===== src/nfa_pkg.sv =====
// ----------------------------------------------------------------------------
// nfa_pkg
// Types, codes and constants shared by the NFA string matcher files.
// ----------------------------------------------------------------------------
package nfa_pkg;

  localparam int NUM_STATES_DEF = 32;
  localparam int MAX_TRANS_DEF  = 4;

  localparam int SLOT_W  = 7;
  localparam int STATE_W = 5;
  localparam int CHAR_W  = 8;
  // Stored edge: is_char, char, target. The valid bit lives in flip-flops.
  localparam int EDGE_W  = 1 + CHAR_W + STATE_W;

  localparam logic [1:0] REQ_WRITE = 2'd0;
  localparam logic [1:0] REQ_CHAR  = 2'd1;
  localparam logic [1:0] REQ_EMPTY = 2'd2;

  localparam logic CFG_START  = 1'b0;
  localparam logic CFG_ACCEPT = 1'b1;

  typedef struct packed {
    logic [1:0]         req_type;
    logic [SLOT_W-1:0]  slot_index;
    logic               slot_valid;
    logic               slot_is_char;
    logic [CHAR_W-1:0]  slot_char;
    logic [STATE_W-1:0] slot_target;
    logic [CHAR_W-1:0]  char_value;
    logic               first;
    logic               last;
  } in_item_t;

  typedef struct packed {
    logic matched;
    logic died_early;
  } out_item_t;

  typedef struct packed {
    logic               addr;
    logic [STATE_W-1:0] wdata;
  } cfg_item_t;

  typedef enum logic [2:0] {
    ST_IDLE,
    ST_START,
    ST_STEP,
    ST_CLOSE,
    ST_RESP
  } state_e;

endpackage


===== src/nfa_stream_if.sv =====
// ----------------------------------------------------------------------------
// nfa_stream_if
// Valid/ready channel carrying one payload of a chosen type.
// ----------------------------------------------------------------------------
interface nfa_stream_if #(
  parameter type T = logic
) ();
  logic valid;
  logic ready;
  T     data;

  modport source (output valid, output data, input ready);
  modport sink   (input valid, input data, output ready);
endinterface


===== src/nfa_string_matcher.sv =====
// ----------------------------------------------------------------------------
// nfa_string_matcher
// Whole-string matcher that simulates an NFA over a loaded edge table.
// ----------------------------------------------------------------------------
// Channels: in_i takes requests (table slot write, string byte, empty-string
// query), out_o returns one result per string end or query, and cfg_i writes
// the start and accept state registers; the user must write them only while
// the block is idle, which the block itself does not enforce. Requests are
// accepted in the idle state. A table write or an unused request completes
// there, so another one can follow in the next cycle. A string byte or a
// query is processed by one scanner that walks the edge table one state row
// per cycle, all MAX_TRANS slots of that row in parallel. A byte costs one
// character pass plus its epsilon closure passes; a closure repeats its pass
// until one adds no state, so it needs at most NUM_STATES passes. A byte that
// matches no edge ends after its character pass, a byte of a dead string
// takes no pass, and a first byte adds the closure of the start state ahead
// of the character pass. in_i is not ready while a request is in work or a
// result waits; a stalled receiver only delays the return to idle. Reset
// clears all table slots to invalid, empties the active set and sets start
// state 0, accept state 1.
// ----------------------------------------------------------------------------
module nfa_string_matcher #(
  parameter int NUM_STATES = nfa_pkg::NUM_STATES_DEF,
  parameter int MAX_TRANS  = nfa_pkg::MAX_TRANS_DEF
) (
  input  logic         clk_i,
  input  logic         rst_ni,
  nfa_stream_if.sink   in_i,
  nfa_stream_if.source out_o,
  nfa_stream_if.sink   cfg_i
);

  localparam int TblSlots   = NUM_STATES * MAX_TRANS;
  localparam int TblDepth   = (TblSlots < (1 << nfa_pkg::SLOT_W)) ? TblSlots
                                                                  : (1 << nfa_pkg::SLOT_W);
  localparam int IdxW       = $clog2(TblDepth);
  localparam int RowW       = $clog2(NUM_STATES);
  localparam int CntW       = $clog2(NUM_STATES + 1);
  localparam int BaseW      = $clog2(TblSlots + MAX_TRANS);
  localparam int ColW       = (MAX_TRANS > 1) ? $clog2(MAX_TRANS) : 1;
  localparam int RecipShift = nfa_pkg::SLOT_W + 3;
  localparam int Recip      = ((1 << RecipShift) + MAX_TRANS - 1) / MAX_TRANS;
  localparam int RecipW     = RecipShift + 1;
  localparam int ProdW      = nfa_pkg::SLOT_W + RecipW;

  nfa_pkg::in_item_t  in_item;
  nfa_pkg::cfg_item_t cfg_item;
  nfa_pkg::out_item_t res;

  nfa_pkg::state_e st_q, st_d;

  logic [NUM_STATES-1:0]      work_q, work_d;
  logic [NUM_STATES-1:0]      nxt_q, nxt_d;
  logic [NUM_STATES-1:0]      active_q, active_d;
  logic                       dead_q, dead_d;
  logic                       chg_q, chg_d;
  logic [CntW-1:0]            cnt_q, cnt_d;
  logic [nfa_pkg::CHAR_W-1:0] char_q, char_d;
  logic                       last_q, last_d;
  logic                       query_q, query_d;
  logic [nfa_pkg::STATE_W-1:0] start_q, start_d;
  logic [nfa_pkg::STATE_W-1:0] acc_q, acc_d;
  logic [TblDepth-1:0]        vld_q, vld_d;

  logic in_fire, cfg_fire, out_fire;
  logic in_pass, pass_end, row_live;

  assign in_item  = in_i.data;
  assign cfg_item = cfg_i.data;
  assign in_fire  = in_i.valid && in_i.ready;
  assign cfg_fire = cfg_i.valid && cfg_i.ready;
  assign out_fire = out_o.valid && out_o.ready;

  assign in_pass  = (st_q == nfa_pkg::ST_START) || (st_q == nfa_pkg::ST_STEP) ||
                    (st_q == nfa_pkg::ST_CLOSE);
  assign pass_end = in_pass && (cnt_q == CntW'(NUM_STATES));
  assign row_live = in_pass && (cnt_q != '0);

  // --------------------------------------------------------------------------
  // Table write decode: row = slot / MAX_TRANS by reciprocal multiply, which
  // is exact for every 7-bit slot index.
  // --------------------------------------------------------------------------
  logic [ProdW-1:0]           wr_prod;
  logic [nfa_pkg::SLOT_W:0]   wr_row_full;
  logic [RowW-1:0]            wr_row;
  logic [nfa_pkg::SLOT_W-1:0] wr_col_full;
  logic [ColW-1:0]            wr_col;
  logic                       wr_ok;
  logic                       wr_en;

  assign wr_prod     = ProdW'(in_item.slot_index) * ProdW'(Recip);
  assign wr_row_full = wr_prod[ProdW-1:RecipShift];
  assign wr_row      = wr_row_full[RowW-1:0];
  assign wr_col_full = in_item.slot_index -
                       nfa_pkg::SLOT_W'(int'(wr_row_full) * MAX_TRANS);
  assign wr_col      = wr_col_full[ColW-1:0];
  assign wr_ok       = int'(in_item.slot_index) < TblSlots;
  assign wr_en       = in_fire && (in_item.req_type == nfa_pkg::REQ_WRITE) && wr_ok;

  // --------------------------------------------------------------------------
  // Edge storage: one RAM per slot column, rows indexed by source state.
  // --------------------------------------------------------------------------
  logic [nfa_pkg::EDGE_W-1:0] rdata [MAX_TRANS];
  logic [RowW-1:0]            raddr;

  assign raddr = cnt_q[RowW-1:0];

  for (genvar k = 0; k < MAX_TRANS; k++) begin : g_col
    nfa_ram #(
      .WIDTH (nfa_pkg::EDGE_W),
      .DEPTH (NUM_STATES)
    ) u_ram (
      .clk_i   (clk_i),
      .we_i    (wr_en && (wr_col == ColW'(k))),
      .waddr_i (wr_row),
      .wdata_i ({in_item.slot_is_char, in_item.slot_char, in_item.slot_target}),
      .raddr_i (raddr),
      .rdata_o (rdata[k])
    );
  end

  // --------------------------------------------------------------------------
  // Row evaluation: the row read in the previous cycle belongs to state
  // cnt_q - 1. Every slot of it is checked in parallel.
  // --------------------------------------------------------------------------
  logic [RowW-1:0]       prow;
  logic [BaseW-1:0]      pbase;
  logic                  row_act;
  logic [NUM_STATES-1:0] row_add;
  logic                  row_new;
  logic                  chg_any;
  logic [NUM_STATES-1:0] step_set;
  logic [NUM_STATES-1:0] start_bit;

  assign prow    = RowW'(cnt_q - CntW'(1));
  assign pbase   = BaseW'(int'(prow) * MAX_TRANS);
  assign row_act = work_q[prow];

  always_comb begin
    logic [BaseW-1:0]           sidx;
    logic                       slot_ok;
    logic                       is_char;
    logic [nfa_pkg::CHAR_W-1:0] ch;
    logic [nfa_pkg::STATE_W-1:0] tgt;
    logic                       hit;
    row_add = '0;
    for (int k = 0; k < MAX_TRANS; k++) begin
      sidx    = pbase + BaseW'(k);
      slot_ok = (int'(sidx) < TblDepth) && vld_q[IdxW'(sidx)];
      is_char = rdata[k][nfa_pkg::EDGE_W-1];
      ch      = rdata[k][nfa_pkg::CHAR_W+nfa_pkg::STATE_W-1:nfa_pkg::STATE_W];
      tgt     = rdata[k][nfa_pkg::STATE_W-1:0];
      if (st_q == nfa_pkg::ST_STEP) begin
        hit = row_live && row_act && slot_ok && is_char && (ch == char_q);
      end else begin
        hit = row_live && row_act && slot_ok && !is_char;
      end
      for (int j = 0; j < NUM_STATES; j++) begin
        if (hit && (int'(tgt) == j)) begin
          row_add[j] = 1'b1;
        end
      end
    end
  end

  assign row_new  = |(row_add & ~work_q);
  assign chg_any  = chg_q || row_new;
  assign step_set = nxt_q | row_add;

  always_comb begin
    for (int j = 0; j < NUM_STATES; j++) begin
      start_bit[j] = (int'(start_q) == j);
    end
  end

  // --------------------------------------------------------------------------
  // Sequencer: next state.
  // --------------------------------------------------------------------------
  always_comb begin
    st_d = st_q;
    case (st_q)
      nfa_pkg::ST_IDLE: begin
        if (in_fire) begin
          if (in_item.req_type == nfa_pkg::REQ_EMPTY) begin
            st_d = nfa_pkg::ST_START;
          end else if (in_item.req_type == nfa_pkg::REQ_CHAR) begin
            if (in_item.first) begin
              st_d = nfa_pkg::ST_START;
            end else if (dead_q) begin
              st_d = in_item.last ? nfa_pkg::ST_RESP : nfa_pkg::ST_IDLE;
            end else begin
              st_d = nfa_pkg::ST_STEP;
            end
          end
        end
      end
      nfa_pkg::ST_START: begin
        if (pass_end && !chg_any) begin
          st_d = query_q ? nfa_pkg::ST_RESP : nfa_pkg::ST_STEP;
        end
      end
      nfa_pkg::ST_STEP: begin
        if (pass_end) begin
          if (step_set == '0) begin
            st_d = last_q ? nfa_pkg::ST_RESP : nfa_pkg::ST_IDLE;
          end else begin
            st_d = nfa_pkg::ST_CLOSE;
          end
        end
      end
      nfa_pkg::ST_CLOSE: begin
        if (pass_end && !chg_any) begin
          st_d = last_q ? nfa_pkg::ST_RESP : nfa_pkg::ST_IDLE;
        end
      end
      nfa_pkg::ST_RESP: begin
        if (out_fire) begin
          st_d = nfa_pkg::ST_IDLE;
        end
      end
      default: st_d = nfa_pkg::ST_IDLE;
    endcase
  end

  // --------------------------------------------------------------------------
  // Sequencer: handshake outputs.
  // --------------------------------------------------------------------------
  always_comb begin
    in_i.ready  = 1'b0;
    out_o.valid = 1'b0;
    case (st_q)
      nfa_pkg::ST_IDLE: in_i.ready  = 1'b1;
      nfa_pkg::ST_RESP: out_o.valid = 1'b1;
      default: begin
        in_i.ready  = 1'b0;
        out_o.valid = 1'b0;
      end
    endcase
  end

  assign cfg_i.ready = 1'b1;

  // --------------------------------------------------------------------------
  // Datapath updates.
  // --------------------------------------------------------------------------
  always_comb begin
    work_d   = work_q;
    nxt_d    = nxt_q;
    active_d = active_q;
    dead_d   = dead_q;
    chg_d    = chg_q;
    cnt_d    = cnt_q;
    char_d   = char_q;
    last_d   = last_q;
    query_d  = query_q;
    start_d  = start_q;
    acc_d    = acc_q;
    vld_d    = vld_q;

    if (cfg_fire) begin
      if (cfg_item.addr == nfa_pkg::CFG_START) begin
        start_d = cfg_item.wdata;
      end else begin
        acc_d = cfg_item.wdata;
      end
    end

    if (wr_en) begin
      vld_d[in_item.slot_index[IdxW-1:0]] = in_item.slot_valid;
    end

    if (in_fire && (in_item.req_type == nfa_pkg::REQ_EMPTY)) begin
      work_d  = start_bit;
      query_d = 1'b1;
      cnt_d   = '0;
      chg_d   = 1'b0;
    end

    if (in_fire && (in_item.req_type == nfa_pkg::REQ_CHAR)) begin
      char_d  = in_item.char_value;
      last_d  = in_item.last;
      query_d = 1'b0;
      cnt_d   = '0;
      chg_d   = 1'b0;
      nxt_d   = '0;
      if (in_item.first) begin
        work_d = start_bit;
        dead_d = 1'b0;
      end else begin
        work_d = active_q;
      end
    end

    if (in_pass) begin
      cnt_d = cnt_q + CntW'(1);
      if (st_q == nfa_pkg::ST_STEP) begin
        nxt_d = step_set;
      end else begin
        work_d = work_q | row_add;
        chg_d  = chg_any;
      end
    end

    if (pass_end) begin
      case (st_q)
        nfa_pkg::ST_START: begin
          cnt_d = '0;
          chg_d = 1'b0;
          nxt_d = '0;
        end
        nfa_pkg::ST_STEP: begin
          cnt_d = '0;
          chg_d = 1'b0;
          if (step_set == '0) begin
            dead_d   = 1'b1;
            active_d = '0;
          end else begin
            work_d = step_set;
          end
        end
        nfa_pkg::ST_CLOSE: begin
          cnt_d = '0;
          chg_d = 1'b0;
          if (!chg_any) begin
            active_d = work_q;
          end
        end
        default: cnt_d = '0;
      endcase
    end
  end

  // Result: a query reports its own closure, a string reports the active set.
  logic [NUM_STATES-1:0] res_set;
  logic                  acc_hit;

  assign res_set = query_q ? work_q : active_q;

  always_comb begin
    acc_hit = 1'b0;
    for (int j = 0; j < NUM_STATES; j++) begin
      if (res_set[j] && (int'(acc_q) == j)) begin
        acc_hit = 1'b1;
      end
    end
  end

  assign res.matched    = query_q ? acc_hit : (!dead_q && acc_hit);
  assign res.died_early = !query_q && dead_q;
  assign out_o.data     = res;

  always_ff @(posedge clk_i or negedge rst_ni) begin
    if (!rst_ni) begin
      st_q     <= nfa_pkg::ST_IDLE;
      active_q <= '0;
      dead_q   <= 1'b0;
      chg_q    <= 1'b0;
      cnt_q    <= '0;
      query_q  <= 1'b0;
      last_q   <= 1'b0;
      start_q  <= '0;
      acc_q    <= nfa_pkg::STATE_W'(1);
      vld_q    <= '0;
    end else begin
      st_q     <= st_d;
      active_q <= active_d;
      dead_q   <= dead_d;
      chg_q    <= chg_d;
      cnt_q    <= cnt_d;
      query_q  <= query_d;
      last_q   <= last_d;
      start_q  <= start_d;
      acc_q    <= acc_d;
      vld_q    <= vld_d;
    end
  end

  always_ff @(posedge clk_i) begin
    work_q <= work_d;
    nxt_q  <= nxt_d;
    char_q <= char_d;
  end

endmodule


===== src/nfa_ram.sv =====
// ----------------------------------------------------------------------------
// nfa_ram
// Simple dual-port RAM: one write port, one read port with registered data.
// ----------------------------------------------------------------------------
module nfa_ram #(
  parameter int WIDTH = 14,
  parameter int DEPTH = 32
) (
  input  logic                     clk_i,
  input  logic                     we_i,
  input  logic [$clog2(DEPTH)-1:0] waddr_i,
  input  logic [WIDTH-1:0]         wdata_i,
  input  logic [$clog2(DEPTH)-1:0] raddr_i,
  output logic [WIDTH-1:0]         rdata_o
);

  logic [WIDTH-1:0] mem_q [DEPTH];
  logic [WIDTH-1:0] rdata_q;

  always_ff @(posedge clk_i) begin
    if (we_i) begin
      mem_q[waddr_i] <= wdata_i;
    end
    rdata_q <= mem_q[raddr_i];
  end

  assign rdata_o = rdata_q;

endmodule


===== src/flat_wrapper.sv =====
// flat-port wrapper written by rule: the top's interface ports become plain ports
module nfa_string_matcher_flat 
#(
  parameter int NUM_STATES = nfa_pkg::NUM_STATES_DEF,
  parameter int MAX_TRANS  = nfa_pkg::MAX_TRANS_DEF
)
  (clk_i, rst_ni, in_i_valid, in_i_data, in_i_ready, out_o_valid, out_o_data, out_o_ready, cfg_i_valid, cfg_i_data, cfg_i_ready);
  nfa_stream_if #(.T(nfa_pkg::in_item_t)) in_i_i ();
  nfa_stream_if #(.T(nfa_pkg::out_item_t)) out_o_i ();
  nfa_stream_if #(.T(nfa_pkg::cfg_item_t)) cfg_i_i ();
  input  logic clk_i;
  input  logic rst_ni;
  input wire logic [$bits(in_i_i.valid)-1:0] in_i_valid;
  input wire logic [$bits(in_i_i.data)-1:0] in_i_data;
  output wire logic [$bits(in_i_i.ready)-1:0] in_i_ready;
  output wire logic [$bits(out_o_i.valid)-1:0] out_o_valid;
  output wire logic [$bits(out_o_i.data)-1:0] out_o_data;
  input wire logic [$bits(out_o_i.ready)-1:0] out_o_ready;
  input wire logic [$bits(cfg_i_i.valid)-1:0] cfg_i_valid;
  input wire logic [$bits(cfg_i_i.data)-1:0] cfg_i_data;
  output wire logic [$bits(cfg_i_i.ready)-1:0] cfg_i_ready;
  assign in_i_i.valid = in_i_valid;
  assign in_i_i.data = in_i_data;
  assign in_i_ready = in_i_i.ready;
  assign out_o_valid = out_o_i.valid;
  assign out_o_data = out_o_i.data;
  assign out_o_i.ready = out_o_ready;
  assign cfg_i_i.valid = cfg_i_valid;
  assign cfg_i_i.data = cfg_i_data;
  assign cfg_i_ready = cfg_i_i.ready;
  nfa_string_matcher #(.NUM_STATES(NUM_STATES), .MAX_TRANS(MAX_TRANS)) u_core (.clk_i(clk_i), .rst_ni(rst_ni), .in_i(in_i_i), .out_o(out_o_i), .cfg_i(cfg_i_i));
endmodule

===== config.mk =====
export PLATFORM = sky130hd
export DESIGN_NAME = nfa_string_matcher_flat
export DESIGN_NICKNAME = d
export VERILOG_FILES = /design/src/nfa_pkg.sv /design/src/nfa_stream_if.sv /design/src/nfa_string_matcher.sv /design/src/nfa_ram.sv /design/src/flat_wrapper.sv
export SDC_FILE = /design/constraint.sdc
export NUM_CORES = 2
export LEC_CHECK = 0
export BUFFER_PORTS_ARGS = -buffer_cell sky130_fd_sc_hd__buf_2
export CORE_ASPECT_RATIO = 0.5
export CORE_MARGIN = 8
export CORE_UTILIZATION = 30
export DETAILED_ROUTE_END_ITERATION = 12
export SLEW_MARGIN = 20
export SYNTH_ARGS = -nofsm -noshare
export SYNTH_HDL_FRONTEND = slang
export SYNTH_SLANG_ARGS = --single-unit

===== constraint.sdc =====
create_clock -name clk_i -period 19.9 [get_ports clk_i]
set_input_delay 0.995 -clock clk_i [delete_from_list [all_inputs] [get_ports clk_i]]
set_output_delay 0.995 -clock clk_i [all_outputs]
set_load 0.01 [all_outputs]

Yosys cells after proc, flatten, opt, wreduce, memory -nomap -nowiden
Memory sizes are Yosys's and may differ from the RTL's. A register that Yosys moved wholly into a read port is not among the register bits. Cells that the tools add are included.

Flip-flop bits (word level): 255. Bits in writable memories: 1792. Input port bits: 45. Output and inout bits: 5. Memories kept: 4.

Add/subtract/negate cells: 6. Order comparisons: 11. Equal/unequal tests: 208. Multiplexer cells: 236. Bitwise logic cells: 5. Reduce and logical (&&, ||, !) cells: 226.

Memory list: u_core.g_col[0].u_ram.mem_q (depth 32, bits a word 14, read ports 1, clocked after Yosys merged registers in 1, wr ports 1, line nfa_ram.sv:17) `logic [WIDTH-1:0] mem_q [DEPTH];`; u_core.g_col[1].u_ram.mem_q (depth 32, bits a word 14, read ports 1, clocked after Yosys merged registers in 1, wr ports 1, line nfa_ram.sv:17); u_core.g_col[2].u_ram.mem_q (depth 32, bits a word 14, read ports 1, clocked after Yosys merged registers in 1, wr ports 1, line nfa_ram.sv:17); u_core.g_col[3].u_ram.mem_q (depth 32, bits a word 14, read ports 1, clocked after Yosys merged registers in 1, wr ports 1, line nfa_ram.sv:17).

Operator list (number): $mux W32 (16); $eq A5 B5 Y1 const B (96); $eq A5 B4 Y1 const B (48); $logic_and A1 B1 Y1 (196); $mux W1 (194); $bwmux W128 (1); $eq A5 B3 Y1 const B (24); $or A32 B32 Y32 (2); $pmux W32 S2 (1); $eq A5 B2 Y1 const B (12); $lt A7 B8 Y1 const B (6); $mux W3 (13); $and A32 B32 Y32 (1); $eq A8 B8 Y1 (4); $logic_not A32 Y1 (1); $not A32 Y32 (1); $reduce_or A32 Y1 (1); $eq A5 B1 Y1 const B (6); $logic_not A5 Y1 (6); $lt A8 B8 Y1 const B (3); $mux W6 (4); $bmux W1 S7 (3); $add A7 B2 Y8 const B (2); $pmux W3 S5 (1); 29 further kinds (50).

Longest topological paths before layout
Depth after elaboration: 36. Mapped depth: 28.

Hierarchy
From an unflattened synthesis, not the netlist that was laid out.

Cell total of the unflattened synthesis: 5797. Area total of the unflattened synthesis: 88641.3 µm².

Modules (own cells, without submodules): nfa_ram (times used 4, cells each 1006, area each 18011.0 µm², sequential area each 13733.2 µm²); nfa_string_matcher (times used 1, cells each 1773, area each 16597.2 µm², sequential area each 6102.1 µm²).

Least setup slack after synthesis
No wires, ideal clock.

Kind: register to register. Start: reg u_core.cnt_q[0]. End: reg u_core.active_q[10]. Library setup time: 0.125 ns. Data arrival time: 6.905 ns. Required time: 19.775 ns. Setup slack: 12.870 ns. Stages on the path, launching flop included: 26. Cell sequence: dfrtp_1 > buf_4 > buf_6 > buf_6 > buf_2 > clkbuf_1 > clkbuf_1 > clkbuf_1 > inv_1 > ha_1 > buf_2 > xor2_1 > buf_2 > mux2i_1 > o21ai_0 > nand4_1 > and3b_1 > buf_2 > a221oi_2 > a21oi_1 > or4_1 > or4_1 > nor4_4 > a32oi_2 > buf_6 > mux2_4.

Cells in the longest elaborated chain, start to end: 18. Elaborated cells on any way between the ends: 311. Classes of those cells: add/sub: 4; order compare: 4; eq/ne: 3; mux: 142; bitwise: 2; reduce/logical: 156.

Ends and longest elaborated chain: start, declared (line nfa_string_matcher.sv:57) `logic [CntW-1:0] cnt_q, cnt_d;`; start signal, assigned (line nfa_string_matcher.sv:369) `cnt_q <= cnt_d;`; $sub A5 B1 Y5 (line nfa_string_matcher.sv:135) `assign prow = RowW'(cnt_q - CntW'(1));`; $add A7 B1 Y8 (tied with other cells) (line nfa_string_matcher.sv:148) `sidx = pbase + BaseW'(k);`; $bmux W1 S7 (tied with other cells) (line nfa_string_matcher.sv:149) `slot_ok = (int'(sidx) < TblDepth) && vld_q[IdxW'(sidx)];`; $mux W1 (not written as such) (tied with other cells) (line nfa_string_matcher.sv:149); $logic_and A1 B1 Y1, on equally long branches (line nfa_string_matcher.sv:149, nfa_string_matcher.sv:154, nfa_string_matcher.sv:156); $logic_and A1 B1 Y1, on equally long branches (line nfa_string_matcher.sv:154, nfa_string_matcher.sv:156); $logic_and A1 B1 Y1 (line nfa_string_matcher.sv:154) `hit = row_live && row_act && slot_ok && is_char && (ch == char_q);`; $logic_and A1 B1 Y1 or $mux W1 (tied branches) (line nfa_string_matcher.sv:154, nfa_string_matcher.sv:153); $mux W1 or $logic_and A1 B1 Y1 (tied branches) (line nfa_string_matcher.sv:153, nfa_string_matcher.sv:159); $logic_and A1 B1 Y1 or $mux W1 (tied branches) (line nfa_string_matcher.sv:159) `if (hit && (int'(tgt) == j)) begin`; $mux W1 (3 in series) (line nfa_string_matcher.sv:159); $and A32 B32 Y32 (line nfa_string_matcher.sv:166) `assign row_new = |(row_add & ~work_q);`; $reduce_or A32 Y1 (line nfa_string_matcher.sv:166); $logic_or A1 B1 Y1 (line nfa_string_matcher.sv:167) `assign chg_any = chg_q || row_new;`; $ne A2 B2 Y1 (no source line); $reduce_and A4 Y1 (no source line) (*); end signal, assigned (line nfa_string_matcher.sv:366) `active_q <= active_d;`; end, declared (line nfa_string_matcher.sv:54) `logic [NUM_STATES-1:0] active_q, active_d;`.

Mark *: on every way between the ends. The rest lies on a longest branch, timed or not. The select of a mux whose other input is x is not followed. A chain may end at the register's enable or synchronous reset.

Worst setup path in the final report
Start: reg u_core.cnt_q[1]. End: reg u_core.active_q[11].

Same word-level chain as after synthesis.

==> impl_results.md <==
- Outcome: finished, final reports clean
- WP buf/inv: 4
- Hold-fix buffers at CTS: 0
- Detailed-placement wirelength estimate: 151 mm
- Critical path arrival: a little over 8 ns
- FF-to-FF Start: u_core.cnt_q[1]
- Number of port buffers: 48
- DIE AREA: 0.305 mm^2
- Post-synthesis cell area: around 0.086 mm^2
- CTS root buf: clkbuf_16
- Final ANT Viol Nets: 0
- Inserted Clock Buffers: around 200
- CP top delay family: simple AND/OR/NAND/NOR gates
- Initial antenna violation count: 16
- Fin crit share: 0.384
- Gate count after technology mapping: between 5000 and 6000
- Crit path top cell by count: buf_4
- Power density over the cells: approximately 130 mW/mm^2
- Crit path cell chain: inv_1, ha_2, buf_4, mux4_2, mux2i_1, o21ai_0, nand4_1, and3b_1, a221oi_1, o21ai_0, or4_1, or4_1, nor4_4, buf_4, a32oi_4, buf_4, mux2_4
- Slack of the critical path: around 12 ns
- Drt initial violations: 5354
- Peak Freq: 131 MHz
- Via count: roughly 49000
- Largest area contributor in the netlist: edfxtp_1
- Critical Path Start: u_core.cnt_q[1]
- CTS tree: done
- Post-CTS Resized: 0
- Drt first pass iters: 5
- Crit. path cell count: 17
- Sequential fraction of the synthesis area: 0.710
- Synth Register Bits: 2103
- R2R Path End: u_core.active_q[11]
- Top-count cell post-synth: edfxtp_1
- Slew at the pin with the worst max-slew slack: between 1 and 1.5 ns
- Vias in the first global route: around 48000
- Hold WS: about 0.21 ns
- Crit start category: flop
- Max-slew headroom: 0.189
- Final min period: approximately 7.6 ns
- Main flop type after synthesis: edfxtp_1
- Post-synth top area share: 0.629
- Die H: roughly 400 um
- Layout cells sized above 1: 0.206
- CP Data Required Time: 20.57 ns
- Die Width: 773 um
- RSZ-0062 raised after global routing: no
- GRT Total Usage: 0.151
- Max Slew Vio Count: 0
- Commonest cells post-synth: 1800 x edfxtp_1, 370 x mux2i_1, 326 x mux4_2, 300 x nand2_1, 270 x nor2_1
- EDFF count, synth: 1800
- Via density: between 5 and 6
- H-tree depth: 4
- Routability cong.: between 0.9 and 1
- Slowest CP cell: dfrtp_4
- VDD IR max: 0.000116 V
- Crit path max fanout: 51
- Synth top area cells: edfxtp_1 63%, mux4_2 8.5%, dfrtp_1 5.3%, mux2i_1 4.3%, dfxtp_1 2.8%
- Flop2flop setup slack: between 10 and 15 ns
- Synthesized net count: about 5200
- Clock Sinks: between 2000 and 2500
- Gr ovfl total: 0
- Async S/R FF share, synth: 0.0870
- Core area: 0.286 mm^2
- Synthesis-to-layout area growth: 13.7%
- Ys Warns: 0
- CTS clk-pin slew, worst paths: approximately 0.070 ns
- Setup Fix Bufs, Post-CTS: 0
- LEAKAGE: approximately 32 nW
- Final setup violation count: 0
- Initial Utilization: 0.301
- Max incr delay on CP: a little over 0.9 ns
- DRC errors left: 0
- Crit path capture: u_core.active_q[11]
- Syn Area/Cell: about 17 um^2
- Layout Skew: 0.115 ns
- First-pass GRT wire length: 348 mm
- Crit. End Element: flop
- Cell Count, Final, Fillers Out: 9206
- Latest clock arrival within the worst-skew pair: 0.90 ns
- Critical path start-end classification: flop to flop
- DRT Wirelength: approximately 240 mm
- Layout Nets: ~5300
- Ports: 50
- Synth cell types: 86
- Setup tns final: 0 ns
- Site Rows: 139
- Deepest clock path buffer count: 4
- Maxcap violations: 0
- Routed wire per std cell: between 20 and 30 um
- Placed Cells: between 8000 and 9000
- Dpl ws: 12.32 ns
- FF-to-FF path depth: 17
- Hold violation count in the final report: 0
- Largest net degree at the start of global routing: 120
- Fin util: 0.342
- HP Class: input port to asynchronous set/reset pin
==> cell families (layout without fill, tap and decap cells) <==
kind of cell | count (synthesis) | after routing | synth area share
other | 1 | 9 | 0.0000436
buffers and inverters | 379 | 656 | 0.0175
and+or+nand+nor | 863 | 863 | 0.0462
xor gates and xnor gates | 37 | 37 | 0.00377
muxes | 873 | 873 | 0.153
AOI/OAI and AO/OA | 856 | 856 | 0.0694
DFF | 2103 | 2103 | 0.710
adders and majority gates | 2 | 2 | 0.000291
==> flip-flops by register name, summed over array words and instances, names as in the netlist <==
name,flops
u_core.last_q,1
u_core.st_q,3
u_core.char_q,8
u_core.active_q,32
u_core.work_q,32
u_core.query_q,1
u_core.nxt_q,32
u_core.g_col.u_ram.mem_q,1792
u_core.acc_q,5
u_core.vld_q,128
u_core.start_q,5
u_core.chg_q,1
u_core.g_col.u_ram.rdata_o,56
u_core.cnt_q,6
u_core.dead_q,1
==> cell usage in the layout, fill, tap and decap left out, drive strengths merged, types with 8 or more instances in the layout <==
cell,n
o21ai,137
nor3,44
nand4,25
o32a,18
dfrtp,182
nor2b,23
mux2,177
nand2,300
mux4,326
clkbuf,248
or2,9
buf,272
a21oi,176
o32ai,10
nor2,270
o221ai,202
a211oi,14
nor3b,18
a221oi,20
a22oi,19
a32oi,10
mux2i,370
clkinv,91
inv,35
nand2b,15
and2,12
dfxtp,120
and3,33
a2bb2oi,18
xnor2,35
bufinv,8
nand3,55
o31ai,69
edfxtp,1800
nor4,20
o22ai,112
diode,8
==> how the worst min path moves through the flow <==
| stage | start | to | slack, ns |
|---|---|---|---|
| final | rst_ni | u_core.dead_q | 0.21 |
| after global routing | rst_ni | u_core.dead_q | 0.26 |
| after CTS | rst_ni | u_core.dead_q | 0.24 |
| after detailed placement | u_core.nxt_q[22] | u_core.nxt_q[22] | 0.45 |
| after global placement | u_core.nxt_q[21] | u_core.nxt_q[21] | 0.44 |
| after floorplan | u_core.nxt_q[21] | u_core.nxt_q[21] | 0.43 |
==> final cells by class <==
| type | count | area (um^2) |
|---|---|---|
| Antenna cell | 8 | 20.0 |
| Clock buffer | 247 | 5370 |
| Clock inverter | 108 | 767 |
| Fill cell | 27000 | 188000 |
| Inverter | 28 | 113 |
| Multi-Input combinational cell | 2632 | 23600 |
| Sequential cell | 2103 | 61000 |
| Tap cell | 3807 | 4760 |
| Timing Repair Buffer | 273 | 2050 |
==> metal layers <==
metal	track usage	share of wire
met5	0	0.000054
met1	0.212	0.43
met3	0.0262	0.074
met2	0.243	0.47
met4	0.0394	0.026
==> per-stage QoR <==
stage	instance area, um^2	power (mW)
floorplan	86000	7.57
global placement	91500	9.00
detailed placement	91500	9.00
CTS	97700	12.6
global route	97700	13.0
finish	97700	12.6
==> where the power goes <==
group | internal (mW) | switching [mW] | total (mW)
Sequential | 4.92 | 0.232 | 5.15
Clock | 2.02 | 1.64 | 3.65
Combinational | 1.38 | 2.40 | 3.77
Total | 8.31 | 4.27 | 12.6
Power figures use the tool's default switching activity.
